[src/hw/rtl/pcb_pkg.sv]
package pcb_pkg;

    localparam int unsigned MAX_SIDE   = 16;
    localparam int unsigned JACK_MAX   = 16;
    localparam int unsigned MAX_POINTS = 1048576;
    localparam int unsigned NCELLS     = MAX_SIDE * MAX_SIDE * MAX_SIDE;
    localparam int unsigned CELL_W     = $clog2(NCELLS);
    localparam int unsigned TOT_W      = 21;
    localparam int unsigned SLOT_W     = 20;
    localparam int unsigned SIDE_W     = 5;
    localparam int unsigned BIN_W      = 4;
    localparam int unsigned QUO_W      = 36;

    localparam logic [1:0] FUNC_CLEAR   = 2'd0;
    localparam logic [1:0] FUNC_COUNT   = 2'd1;
    localparam logic [1:0] FUNC_PREPARE = 2'd2;
    localparam logic [1:0] FUNC_INSERT  = 2'd3;

    localparam logic [1:0] STAT_OK   = 2'd0;
    localparam logic [1:0] STAT_SKIP = 2'd1;
    localparam logic [1:0] STAT_FULL = 2'd2;
    localparam logic [1:0] STAT_DONE = 2'd3;

    localparam logic [1:0] CFG_GRID_SIDE = 2'd0;
    localparam logic [1:0] CFG_JACK_SIDE = 2'd1;
    localparam logic [1:0] CFG_BOX_RECIP = 2'd2;

    typedef struct packed {
        logic              rd_en;
        logic [CELL_W-1:0] rd_addr;
        logic              tot_we;
        logic [CELL_W-1:0] tot_waddr;
        logic [TOT_W-1:0]  tot_wdata;
        logic              fill_we;
        logic [CELL_W-1:0] fill_waddr;
        logic [TOT_W-1:0]  fill_wdata;
        logic              base_we;
        logic [CELL_W-1:0] base_waddr;
        logic [SLOT_W-1:0] base_wdata;
    } mem_req_t;

    typedef struct packed {
        logic [TOT_W-1:0]  tot;
        logic [TOT_W-1:0]  fill;
        logic [SLOT_W-1:0] base;
    } mem_rsp_t;

endpackage

[src/hw/rtl/pcb_rem_unit.sv]
module pcb_rem_unit (
    input  logic                        clk,
    input  logic                        rst_n,
    input  logic                        start,
    input  logic [pcb_pkg::QUO_W-1:0]   dividend,
    input  logic [pcb_pkg::SIDE_W-1:0]  divisor,
    output logic                        done,
    output logic [pcb_pkg::BIN_W-1:0]   rem
);
    import pcb_pkg::*;

    localparam int unsigned STEPS = QUO_W / 4;

    logic [QUO_W-1:0] sh_reg, sh_next;
    logic [BIN_W-1:0] r_reg, r_next;
    logic [3:0]       cnt_reg, cnt_next;
    logic             busy_reg, busy_next;
    logic             done_reg, done_next;

    always_comb
    begin
        logic [BIN_W-1:0]  r;
        logic [SIDE_W-1:0] r5;
        r = r_reg;
        for (int i = 0; i < 4; i++)
        begin
            r5 = {r, sh_reg[QUO_W-1-i]};
            if (r5 >= divisor)
            begin
                r5 = r5 - divisor;
            end
            r = r5[BIN_W-1:0];
        end
        sh_next   = sh_reg;
        r_next    = r_reg;
        cnt_next  = cnt_reg;
        busy_next = busy_reg;
        done_next = 1'b0;
        if (start)
        begin
            sh_next   = dividend;
            r_next    = '0;
            cnt_next  = '0;
            busy_next = 1'b1;
        end
        else if (busy_reg)
        begin
            sh_next  = sh_reg << 4;
            r_next   = r;
            cnt_next = cnt_reg + 4'd1;
            if (cnt_reg == 4'(STEPS - 1))
            begin
                busy_next = 1'b0;
                done_next = 1'b1;
            end
        end
    end

    always_ff @(posedge clk or negedge rst_n)
    begin
        if (!rst_n)
        begin
            busy_reg <= 1'b0;
            done_reg <= 1'b0;
            cnt_reg  <= '0;
        end
        else
        begin
            busy_reg <= busy_next;
            done_reg <= done_next;
            cnt_reg  <= cnt_next;
        end
    end

    always_ff @(posedge clk)
    begin
        sh_reg <= sh_next;
        r_reg  <= r_next;
    end

    assign done = done_reg;
    assign rem  = r_reg;

endmodule

[config.mk]
export PLATFORM = sky130hd
export DESIGN_NAME = pcb_rem_unit
export DESIGN_NICKNAME = d
export VERILOG_FILES = /design/src/hw/rtl/pcb_pkg.sv /design/src/hw/rtl/pcb_rem_unit.sv
export SDC_FILE = /design/constraint.sdc
export NUM_CORES = 1
export LEC_CHECK = 0
export ABC_AREA = 0
export BUFFER_PORTS_ARGS = -buffer_cell sky130_fd_sc_hd__clkbuf_2
export CAP_MARGIN = 20
export CORE_MARGIN = 2
export CORE_UTILIZATION = 56
export CTS_BUF_LIST = sky130_fd_sc_hd__clkbuf_16
export DETAILED_ROUTE_END_ITERATION = 8
export PLACE_DENSITY = 0.85
export SLEW_MARGIN = 20
export SYNTH_ARGS = -nofsm -noshare
export SYNTH_HDL_FRONTEND = slang
export SYNTH_SLANG_ARGS = --single-unit
export TNS_END_PERCENT = 30
[constraint.sdc]
create_clock -name clk -period 7 [get_ports clk]
set_input_delay 0.35 -clock clk [delete_from_list [all_inputs] [get_ports clk]]
set_output_delay 0.35 -clock clk [all_outputs]
set_load 0.03 [all_outputs]
==> out/qor.csv <==
metric;value;unit
Netlist cell types;40;
FF+latch area;1311;µm²
DR pass1 iterations;4;
Ant. Diodes;0;
Starting Density;0.5903;
Setup Skew;3.772;ps
ys flop type;edfxtp_1;
root buf cell;clkbuf_16;
slew at the pin closest to its max-slew limit;806.1;ps
CTS tree;built;
Critical Path AT;5730;ps
largest area contributor in the synthesized netlist;edfxtp_1;
post-synth top area share;0.3826;
Multi-input gate area;1424;µm²
H-Tree Level Count;2;
IO Pins;49;
first-pass GRT wire length;8204;µm
Synth area leaders;edfxtp_1 38%, mux2_2 14%, ha_1 9.7%;
P_sw;0.6187;mW
Synth Net Count;300;
CP Max Fanout;8;
YS warnings;0;
Final ANT Viol Nets;0;
run status;completed;
global placer's final weighted congestion;0.8496;
Layout Nets;351;
CP top delay family;compound AO/OA/AOI/OAI gates;
utilization after layout;0.6865;
GRT Util Overall;0.1967;
Worst VDD drop;0.2421;mV
final WL;5238;µm
switch share;0.4023;
buffers and inverters on the worst path;1;
P_int;0.9193;mW
via/cell ratio;5.401;
combinational share of power;0.623;
register bit total from synthesis;46;
pwr/cell area;468.1;nW/µm²
Fmax;180.9;MHz
share of cells above drive strength 1;0.3440;
vias in the first global route;1820;
Crit. End Element;flip-flop;
grt total ovfl;0;
CP max-delay cell;mux2i_1;
CTS Sinks;46;
most common cell after layout, fill and taps aside;clkbuf_2;
most frequent cells in the layout;48 x clkbuf_2, 36 x edfxtp_1, 34 x mux2_2;
HP Class;in -> reg;
async set-reset flop share out of synthesis;0.1304;
IO buf count;48;
Slew Limit Fails;0;
Setup Fix Bufs, Post-CTS;0;
busiest grt layer;met2;
Hold Slack;343.6;ps
Period minus WS final;5528;ps
Power, Total;1.538;mW
Hold-fix buffers, CTS;1;
GRT met1 Usage;0.2625;
Largest register FFs;36;
Hold Vio Cnt, Final;0;
Req. time, crit path;7200;ps
MaxCap Viol Count;0;
Mean Syn Cell Area;12.28;µm²
CTS resizes;0;
Clk network pwr share;0.146;
Leak Pwr;1.491;nW
Synth Cell Area;2825;µm²
RSZ-0062 raised after global routing;false;
Seq/Total Area, Yosys;0.4641;
FILL cells;360;
most frequent cell on the critical path;ha_1;
total negative setup slack;0;ps
die width;75.03;µm
Post-DP Area;3134;µm²
full die area;5630;µm²
CP Launch Type;flip-flop;
critical path, cell by cell;inv_1 -> ha_1 -> nand2b_1 -> a31oi_2 -> o21ai_2 -> mux2_4 -> ha_1 -> a21o_1 -> a31oi_1 -> o21a_1 -> mux2i_1 -> ha_1 -> a21oi_1 -> o21ai_1 -> a31oi_2 -> mux2i_1 -> ha_1 -> nor2b_1 -> o21a_1 -> o21a_1 -> nor3_1 -> a41oi_1 -> a211oi_1;
row cnt;25;
CTS Buffer Depth;2;
Post-synth EDFFs;36;
largest net degree at the start of global routing;48;
dpl hpwl;3870;µm
via count;1885;
Final setup violation count;0;
DRC viols;0;
initial antenna violation count;0;
met3 Usage GRT;0.04953;
core area;4786;µm²
Tcrit/Tclk final;0.7897;
drt wl/cell;15.01;µm
Area growth syn-to-layout;16.30;%
Skew-Pair Late Insertion Delay;280;ps
DRT iter0 DRCs;92;
crit path kind;reg -> reg;
Design Area, Final;3286;µm²
Num CTS Buffers;5;
Sequential Power Share;0.230;
die height;75.03;µm
met2 Track Usage GR;0.3216;
Post-Syn Instances;230;
Max stage delay on crit path;430;ps
Slew HR;0.4626;
Reg clk slew, reported paths;60;ps
## cell type report
type / instances / share of cell area
timing repair buffer: 50 / 0.07845
clock inverter: 3 / 0.004950
sequential: 46 / 0.3991
tap: 67 / 0.02551
multi-input combinational: 160 / 0.4334
clock buffer: 5 / 0.03808
inverter: 18 / 0.02056
## metal layers
metal	up-vias	wire length, µm
met1	898	2374
met2	38	2619
met3	4	210
met5	-	0
li1	945	-
met4	0	34
## path summary, 6_finish.rpt
check	cells after the start	end	slack, ps	from
worst max register to register	23	rem[3]$_SDFFE_PP0P_	1470	sh_reg[35]$_DFFE_PP_
worst min-delay path	2	sh_reg[3]$_SDFFCE_PN0P_	340	dividend[3]
min in group asynchronous	2	cnt_reg[0]$_DFFE_PN0P_	430	rst_n
worst max-delay path	23	rem[3]$_SDFFE_PP0P_	1470	sh_reg[35]$_DFFE_PP_
max in group asynchronous	2	busy_reg$_DFF_PN0_	6420	rst_n
worst min register to register	2	rem[3]$_SDFFE_PP0P_	530	rem[3]$_SDFFE_PP0P_
## power by group through the flow
| stage | logic, mW | registers [mW] | clock network (mW) |
|---|---|---|---|
| 2_1_floorplan | 0.753 | 0.371 | 0 |
| 3_3_place_gp | 0.909 | 0.359 | 0 |
| 3_5_place_dp | 0.933 | 0.360 | 0 |
| 4_1_cts | 0.948 | 0.354 | 0.230 |
| 5_1_grt | 1.07 | 0.358 | 0.240 |
| 6_report | 0.959 | 0.354 | 0.225 |
## cells in the mapped netlist (4+ instances only)
cell       n
xnor2_1    7
mux2i_1    5
a21o_1     8
nand2b_1   7
dfrtp_1    6
a21oi_1    8
fa_1       4
nor3_1     4
inv_1     18
ha_1      22
clkbuf_1   4
mux2_2    34
and2_1     4
dfxtp_1    4
edfxtp_1  36
nand2_1    5
nor2_1    12
o21a_1     6
## kinds of logic after synthesis
logic type	synth area share
flops	0.4641
mux	0.1692
simple gates	0.07617
compound gates	0.1019
fa+ha+maj	0.1258
buf+inv	0.03188
xor+xnor	0.03100
## metrics by stage
step	std cells	worst slack, ps
final	349	1472
after floorplan	230	1885
after CTS	349	1536
after detailed placement	340	1401
after global routing	349	1135
after global placement	340	1506
Power figures use the tool's default switching activity.
